File: src/sv/rmts_pkg.sv
// rmts_pkg: shared types and constants for the rate monotonic tick scheduler.
// No dependencies; used by rmts_cell and rate_monotonic_tick_scheduler.
package rmts_pkg;

    // Task tables hold eight 8-bit entries.
    localparam int TABLE_TASKS = 8;
    localparam int FIELD_W     = 8;
    localparam int INDEX_W     = 3;
    localparam int COUNT_W     = 4;
    localparam int TABLE_W     = TABLE_TASKS * FIELD_W;
    localparam int TIME_W      = 32;

    // Defaults for top-level parameters.
    localparam int MAX_TASKS_DEFAULT = 8;
    localparam int TIME_BITS_DEFAULT = 8;

    // Configuration register indexes.
    localparam int CFG_INDEX_W = 2;
    localparam logic [CFG_INDEX_W-1:0] REG_TASK_COUNT   = 2'd0;
    localparam logic [CFG_INDEX_W-1:0] REG_PERIOD_TABLE = 2'd1;
    localparam logic [CFG_INDEX_W-1:0] REG_BURST_TABLE  = 2'd2;

    // Reset values of configuration registers.
    localparam logic [COUNT_W-1:0] TASK_COUNT_RESET   = 4'd1;
    localparam logic [TABLE_W-1:0] PERIOD_TABLE_RESET = 64'h0101_0101_0101_0101;
    localparam logic [TABLE_W-1:0] BURST_TABLE_RESET  = 64'h0;

    // Stream widths.
    localparam int S_TDATA_W = 8;
    localparam int M_TDATA_W = 40;
    localparam int M_TUSER_W = 1;

    // Best candidate handed from cell to cell.
    typedef struct packed {
        logic                 valid;
        logic [FIELD_W-1:0]   period;
        logic [INDEX_W-1:0]   index;
    } best_t;

endpackage

File: src/sv/rate_monotonic_tick_scheduler.sv
// rate_monotonic_tick_scheduler: top level, config registers, cell chain and
// output register. Depends on rmts_pkg and rmts_cell.
//
// Usage:
//   Each beat on the s_ channel is one time tick; s_tdata[0] = restart clears
//   elapsed time, phases, remaining work and the last choice, and the tick is
//   then handled as tick 0. Each tick yields exactly one beat on the m_
//   channel: m_tuser[0] busy flag, m_tdata task index, changed flag and tick
//   time.
//   Configuration: cfg_valid/cfg_ready with cfg_index (0 task_count,
//   1 period_table, 2 burst_table) and cfg_data. cfg_ready is always high;
//   other indexes are ignored. Write only while no tick is in flight.
//   Result: registered; the beat for an accepted tick appears in the next cycle.
//   Throughput: one tick per cycle while results are not stalled. All selection
//   is combinational, through the row of task cells, each comparing its period
//   against the best candidate handed on by its lower-index neighbor.
//   Stall: s_tready = !m_tvalid || m_tready, so a new tick is taken in the
//   same cycle the waiting result leaves; a stalled result holds in place.
//   Reset (rst_n low, async): task_count 1, all periods 1, bursts 0, time
//   and task state cleared, no result pending, first result reports changed.
module rate_monotonic_tick_scheduler #(
    parameter int MAX_TASKS = rmts_pkg::MAX_TASKS_DEFAULT,
    parameter int TIME_BITS = rmts_pkg::TIME_BITS_DEFAULT
) (
    input  logic                               clk,
    input  logic                               rst_n,
    // tick input
    input  logic                               s_tvalid,
    output logic                               s_tready,
    input  logic [rmts_pkg::S_TDATA_W-1:0]     s_tdata,   // [0] restart, rest zero
    // result output
    output logic                               m_tvalid,
    input  logic                               m_tready,
    output logic [rmts_pkg::M_TDATA_W-1:0]     m_tdata,   // [2:0] task_index,
                                                          // [3] changed,
                                                          // [35:4] tick_time,
                                                          // [39:36] zero
    output logic [rmts_pkg::M_TUSER_W-1:0]     m_tuser,   // [0] busy_res
    // configuration writes
    input  logic                               cfg_valid,
    output logic                               cfg_ready,
    input  logic [rmts_pkg::CFG_INDEX_W-1:0]   cfg_index,
    input  logic [rmts_pkg::TABLE_W-1:0]       cfg_data
);

    // Only eight tasks fit in the tables.
    localparam int NUM_CELLS = (MAX_TASKS < rmts_pkg::TABLE_TASKS) ?
                               MAX_TASKS : rmts_pkg::TABLE_TASKS;

    // ---------------- configuration registers ----------------
    logic [rmts_pkg::COUNT_W-1:0] task_count_reg;
    logic [rmts_pkg::TABLE_W-1:0] period_table_reg;
    logic [rmts_pkg::TABLE_W-1:0] burst_table_reg;

    assign cfg_ready = 1'b1;

    always_ff @(posedge clk or negedge rst_n)
    begin
        if (!rst_n)
        begin
            task_count_reg   <= rmts_pkg::TASK_COUNT_RESET;
            period_table_reg <= rmts_pkg::PERIOD_TABLE_RESET;
            burst_table_reg  <= rmts_pkg::BURST_TABLE_RESET;
        end
        else if (cfg_valid && cfg_ready)
        begin
            unique case (cfg_index)
                rmts_pkg::REG_TASK_COUNT:
                    task_count_reg <= cfg_data[rmts_pkg::COUNT_W-1:0];
                rmts_pkg::REG_PERIOD_TABLE:
                    period_table_reg <= cfg_data;
                rmts_pkg::REG_BURST_TABLE:
                    burst_table_reg <= cfg_data;
                default:
                    ;
            endcase
        end
    end

    // ---------------- tick handshake ----------------
    logic tick;
    logic restart;

    assign s_tready = !m_tvalid || m_tready;
    assign tick     = s_tvalid && s_tready;
    assign restart  = s_tdata[0];

    // ---------------- cell chain ----------------
    rmts_pkg::best_t best_chain [NUM_CELLS+1];
    rmts_pkg::best_t best_final;

    assign best_chain[0] = '0;
    assign best_final    = best_chain[NUM_CELLS];

    for (genvar i = 0; i < NUM_CELLS; i++)
    begin : g_cell
        logic enable;
        logic chosen;

        // a cell is enabled when its index is below task_count
        assign enable = (rmts_pkg::COUNT_W'(i) < task_count_reg);
        assign chosen = best_final.valid &&
                        (best_final.index == rmts_pkg::INDEX_W'(i));

        rmts_cell #(
            .CELL_INDEX (i),
            .TIME_BITS  (TIME_BITS)
        ) u_cell (
            .clk      (clk),
            .rst_n    (rst_n),
            .tick     (tick),
            .restart  (restart),
            .enable   (enable),
            .period   (period_table_reg[i*rmts_pkg::FIELD_W +: rmts_pkg::FIELD_W]),
            .burst    (burst_table_reg[i*rmts_pkg::FIELD_W +: rmts_pkg::FIELD_W]),
            .chosen   (chosen),
            .best_in  (best_chain[i]),
            .best_out (best_chain[i+1])
        );
    end

    // ---------------- time and previous choice ----------------
    logic [rmts_pkg::TIME_W-1:0]  elapsed_reg, elapsed_next;
    logic                         prev_seen_reg;   // low until first report
    logic                         prev_busy_reg;
    logic [rmts_pkg::INDEX_W-1:0] prev_index_reg;

    logic [rmts_pkg::TIME_W-1:0]  tick_time;
    logic                         seen_eff;
    logic                         changed;
    logic [rmts_pkg::INDEX_W-1:0] index_out;

    always_comb
    begin
        tick_time    = restart ? '0 : elapsed_reg;
        elapsed_next = tick_time + rmts_pkg::TIME_W'(1);
        seen_eff     = prev_seen_reg && !restart;
        index_out    = best_final.valid ? best_final.index : '0;
        changed      = !seen_eff ||
                       (prev_busy_reg != best_final.valid) ||
                       (best_final.valid && (prev_index_reg != best_final.index));
    end

    always_ff @(posedge clk or negedge rst_n)
    begin
        if (!rst_n)
        begin
            elapsed_reg    <= '0;
            prev_seen_reg  <= 1'b0;
            prev_busy_reg  <= 1'b0;
            prev_index_reg <= '0;
        end
        else if (tick)
        begin
            elapsed_reg    <= elapsed_next;
            prev_seen_reg  <= 1'b1;
            prev_busy_reg  <= best_final.valid;
            prev_index_reg <= index_out;
        end
    end

    // ---------------- output register ----------------
    logic                         out_valid_reg;
    logic                         out_busy_reg;
    logic [rmts_pkg::INDEX_W-1:0] out_index_reg;
    logic                         out_changed_reg;
    logic [rmts_pkg::TIME_W-1:0]  out_time_reg;

    always_ff @(posedge clk or negedge rst_n)
    begin
        if (!rst_n)
        begin
            out_valid_reg <= 1'b0;
        end
        else if (s_tready)
        begin
            out_valid_reg <= s_tvalid;
        end
    end

    always_ff @(posedge clk)
    begin
        if (tick)
        begin
            out_busy_reg    <= best_final.valid;
            out_index_reg   <= index_out;
            out_changed_reg <= changed;
            out_time_reg    <= tick_time;
        end
    end

    assign m_tvalid = out_valid_reg;
    assign m_tuser  = out_busy_reg;
    assign m_tdata  = {4'b0000, out_time_reg, out_changed_reg, out_index_reg};

    // ---------------- assertions ----------------
    // a restart tick reports time 0 and a change
    a_restart_report: assert property (@(posedge clk) disable iff (!rst_n)
        tick && restart |=> m_tvalid && (out_time_reg == '0) && out_changed_reg)
        else $error("restart tick did not report time 0 with changed set");

    // a reported running task is an enabled one
    a_busy_enabled: assert property (@(posedge clk) disable iff (!rst_n)
        tick && best_final.valid |->
        (rmts_pkg::COUNT_W'(best_final.index) < task_count_reg))
        else $error("disabled task selected");

    // time only moves on an accepted tick
    a_time_hold: assert property (@(posedge clk) disable iff (!rst_n)
        !tick |=> $stable(elapsed_reg))
        else $error("elapsed time moved without a tick");

    // a non-restart tick reports the count left by the previous tick
    a_time_step: assert property (@(posedge clk) disable iff (!rst_n)
        tick && !restart |=> (out_time_reg == $past(elapsed_reg)))
        else $error("tick time does not follow elapsed count");

endmodule

File: src/sv/rmts_cell.sv
// rmts_cell: one task slot (phase counter, remaining work) and one link of the
// shortest-period selection chain. Depends on rmts_pkg.
module rmts_cell #(
    parameter int CELL_INDEX = 0,
    parameter int TIME_BITS  = rmts_pkg::TIME_BITS_DEFAULT
) (
    input  logic                         clk,
    input  logic                         rst_n,
    input  logic                         tick,
    input  logic                         restart,
    input  logic                         enable,
    input  logic [rmts_pkg::FIELD_W-1:0] period,
    input  logic [rmts_pkg::FIELD_W-1:0] burst,
    input  logic                         chosen,
    input  rmts_pkg::best_t              best_in,
    output rmts_pkg::best_t              best_out
);

    localparam int CMP_W = (TIME_BITS + 1 > rmts_pkg::FIELD_W) ?
                           TIME_BITS + 1 : rmts_pkg::FIELD_W;

    logic [TIME_BITS-1:0]         phase_reg, phase_next;
    logic [rmts_pkg::FIELD_W-1:0] work_reg,  work_next;

    logic [TIME_BITS-1:0]         phase_eff;
    logic [rmts_pkg::FIELD_W-1:0] work_eff;
    logic [rmts_pkg::FIELD_W-1:0] work_rel;
    logic [TIME_BITS:0]           phase_inc;
    logic                         live;
    logic                         candidate;

    always_comb
    begin
        phase_eff = restart ? '0 : phase_reg;
        work_eff  = restart ? '0 : work_reg;
        live      = enable && (period != '0);
        // release reloads the burst, dropping leftover work
        work_rel  = (live && (phase_eff == '0)) ? burst : work_eff;
        candidate = live && (work_rel != '0);

        best_out = best_in;
        if (candidate && (!best_in.valid || (period < best_in.period)))
        begin
            best_out.valid  = 1'b1;
            best_out.period = period;
            best_out.index  = rmts_pkg::INDEX_W'(CELL_INDEX);
        end

        phase_inc = {1'b0, phase_eff} + {{TIME_BITS{1'b0}}, 1'b1};

        if (!enable)
        begin
            work_next  = '0;
            phase_next = '0;
        end
        else
        begin
            work_next = chosen ? (work_rel - rmts_pkg::FIELD_W'(1)) : work_rel;
            if ((period == '0) || phase_inc[TIME_BITS] ||
                (CMP_W'(phase_inc) >= CMP_W'(period)))
            begin
                phase_next = '0;
            end
            else
            begin
                phase_next = phase_inc[TIME_BITS-1:0];
            end
        end
    end

    always_ff @(posedge clk or negedge rst_n)
    begin
        if (!rst_n)
        begin
            phase_reg <= '0;
            work_reg  <= '0;
        end
        else if (tick)
        begin
            phase_reg <= phase_next;
            work_reg  <= work_next;
        end
    end

endmodule
File: config.mk
export PLATFORM = sky130hd
export DESIGN_NAME = rate_monotonic_tick_scheduler
export DESIGN_NICKNAME = d
export VERILOG_FILES = /design/src/sv/rmts_pkg.sv /design/src/sv/rate_monotonic_tick_scheduler.sv /design/src/sv/rmts_cell.sv
export SDC_FILE = /design/constraint.sdc
export NUM_CORES = 1
export LEC_CHECK = 0
export BUFFER_PORTS_ARGS = -buffer_cell sky130_fd_sc_hd__buf_2
export CAP_MARGIN = 20
export CORE_AREA = 2 2 220 222
export CTS_CLUSTER_DIAMETER = 60
export DETAILED_ROUTE_END_ITERATION = 7
export DIE_AREA = 0 0 222 224
export PLACE_DENSITY = 0.7
export SKIP_CTS_REPAIR_TIMING = 1
export SLEW_MARGIN = 20
export SYNTH_ARGS = -nofsm -noshare
export SYNTH_HDL_FRONTEND = slang
export SYNTH_SLANG_ARGS = --single-unit
File: constraint.sdc
create_clock -name clk -period 37.9 [get_ports clk]
set_input_delay 1.895 -clock clk [delete_from_list [all_inputs] [get_ports clk]]
set_output_delay 1.895 -clock clk [all_outputs]
set_load 0.005 [all_outputs]
==> results.toml <==
[timing]
skew_ns = 0.0175
relSlewSlack = 0.333
setup_viol = 0
tns_ns = 0
hold_viol = 0
rsz0062_at_grt = "false"
finalCritPeriodShare = 0.596
finalCriticalPeriod_ns = 22.58
maxSlewViolCount = 0
fmax_mhz = 44.3
worstMarginPinSlew_ns = 1.00

[run]
cap_violations = 0

[power_and_ir_drop]
ir_drop_mv = 0.0559
p_leak_nw = 10.5
p_per_area_nw_per_um2 = 75.5

[synthesis]
synth_top_area_cell = "dfrtp_1"
seq_area_frac_synth = 0.406
ys_warn_count = 0
synth_edf_count = 37
yosys.area.top_type_share = 0.342
synth_cell_types = 90
syn_area_um2 = 21100
synthFlopType = "dfrtp_1"
synthCells = 2145
ys_ff_latch = 335
synth.avg_cell_area_um2 = 9.85
synth_area_leaders = "dfrtp_1 34%, ha_1 8.6%, mux2_2 8.3%, edfxtp_1 5.3%, a22o_1 3.6%"
synthArstFlopShare = 0.890

[worst_setup_path]
critPathTopFamily = "compound AO/OA/AOI/OAI gates"
cp_slowest_cell = "a2111oi_0"
worst-path-buf-inv = 6
worstPathArrival_ns = 23.08
cp.required_ns = 38.39
endpoint_kind = "flip-flop"
cpMostUsedCell = "ha_1"
crit_type = "in2reg"
path_max_fanout = 55
critical-path-max-stage-delay_ns = 0.82
worstSetupStartpointType = "input port"

[cells_and_area]
final_area_um2 = 23600
drive_gt1_frac = 0.175
fin_nets = 2445
synthToLayoutAreaGrowth_pct = 11.6
layout.area.seq_um2 = 8580
multi_input_area_um2 = 11700
n_fill_cell = 4305

[die]
start_util = 0.446
fp-row-count = 80
io_pins = 123
die_x_um = 222
core_um2 = 47300
die_area_um2 = 49700
die_h_um = 224

[clock_tree]
htreeDepth = 2
numCtsBuffers = 42
cts-root-buf = "clkbuf_16"
cts.sinks = 335
clockBufferDepth = 3
clock_latency_ns = 0.57
cts_tree = "built"
path_clk_slew_ns = 0.06

[drt]
vias = 16599
via_per_inst = 5.78
remaining_drc_errors = 0
routedWlPerCell_um = 18.5
ant_nets = 0
first_iter_violations = 1099
dr.pass1.iters = 7
wl_um = 53100

[placement]
place_congestion = 0.894
io_buffers = 110
dpl_cell_area_um2 = 22200
hpwl_um = 37800

[global_routing]
grt_overflow_total = 0
grt_pass1_vias = 16720
track_usage = 0.213
antenna_found_initial = 1
grt_max_degree = 105
grt_pass1_wl_um = 86300

[hold_path]
min_path_type = "reg2reg"

[outcome]
outcome = "finished, final reports clean"
-- worst reg2reg max path, delay by kind of cell, from the launching register on --
kind | cells | cell delay, ns
DFF | 1 | 0.65
buffers and inverters | 3 | 0.53
and+or+nand+nor | 19 | 4.68
AOI/OAI and AO/OA | 39 | 10.36
muxes | 5 | 1.99
adders and majority gates | 8 | 2.34
-- logic make-up (layout without fill, tap and decap cells) --
family,Yosys count,after routing,synth area share
buffers and inverters,219,325,0.0414
xor gates and xnor gates,119,119,0.0493
adders and majority gates,145,145,0.0858
other,2,6,0.000355
DFF,335,335,0.406
and+or+nand+nor,712,712,0.178
AOI/OAI and AO/OA,422,422,0.139
muxes,191,191,0.100
-- synthesized netlist by cell type, drive strengths merged (31+ instances only) --
master  count
o21ai      93
nor3b      43
nand3      62
inv       121
nor2      118
mux2      157
nor3       41
xnor2      67
and3       35
a21oi      92
dfrtp     289
a22o       87
clkbuf     67
xor2       52
nor4       31
nand4      43
edfxtp     37
ha        145
nor2b      59
mux2i      34
nand2     188
-- layer usage --
layer | vias to the layer above | GRT usage | part of all wire
met5 | - | 0 | 0
met3 | 104 | 0.0323 | 0.049
li1 | 7906 | - | -
met2 | 423 | 0.355 | 0.47
met1 | 8166 | 0.281 | 0.45
met4 | 0 | 0.0791 | 0.031
-- cell type report --
type | count | share of cell area
Clock buffer | 51 | 0.0477
Tap cell | 615 | 0.0326
Multi-Input combinational cell | 1594 | 0.497
Sequential cell | 335 | 0.364
Antenna cell | 1 | 0.000106
Inverter | 122 | 0.0194
Timing Repair Buffer | 126 | 0.0290
Clock inverter | 26 | 0.0109
-- worst paths after layout --
check                                                   from                           end  slack, ns  cells after the start
worst max-delay path                              s_tdata[0]  g_cell[1].u_cell.work_reg[6]      15.32                     80
worst min-delay path            g_cell[7].u_cell.work_reg[1]  g_cell[7].u_cell.work_reg[1]       0.47                      2
worst max register to register             task_count_reg[3]  g_cell[1].u_cell.work_reg[6]      17.28                     74
worst min register to register  g_cell[7].u_cell.work_reg[1]  g_cell[7].u_cell.work_reg[1]       0.47                      2
max in group asynchronous                              rst_n           burst_table_reg[10]      34.34                      3
min in group asynchronous                              rst_n          period_table_reg[26]       1.37                      1
-- power breakdown --
part | internal, mW | leakage, nW | switching (mW)
Combinational | 0.369 | 5.72 | 0.508
Sequential | 0.434 | 4.15 | 0.0658
Clock | 0.240 | 0.677 | 0.162
Total | 1.04 | 10.5 | 0.736
-- stage by stage --
step           worst slack [ns]  total power, mW   util  hold slack, ns  cells
2_1_floorplan             17.55             1.15      -           0.440   2148
3_3_place_gp              15.51             1.33  0.469           0.458   2792
3_5_place_dp              14.88             1.37  0.469           0.463   2792
4_1_cts                   15.36             1.78  0.498           0.476   2869
5_1_grt                   13.66             1.91  0.498           0.494   2870
6_report                  15.32             1.78  0.498           0.474   2870
-- placed cells by master, fill, tap and decap left out, types with 11 or more instances in the layout --
cell,netlist,layout
and2_1,14,14
a22o_1,87,87
or3_1,12,12
nor4_1,29,29
mux2_2,156,156
nor2_1,117,117
a31oi_1,26,26
a21o_1,24,24
nand3_1,61,61
o21a_1,14,14
or4_1,12,12
and3_1,35,35
clkbuf_16,0,43
a21oi_1,89,88
ha_1,145,145
dfrtp_1,289,289
buf_2,7,108
mux2i_1,33,33
nor3_1,41,41
edfxtp_1,37,37
clkinv_2,0,11
nand2b_1,25,25
xnor2_1,67,67
buf_4,8,17
o31ai_1,13,13
nor2b_1,59,59
xor2_1,52,52
inv_1,120,119
o21ai_0,86,86
nand4_1,42,42
nand2_1,188,187
nor3b_1,40,39
No activity file was read; power rests on OpenSTA's default activity.
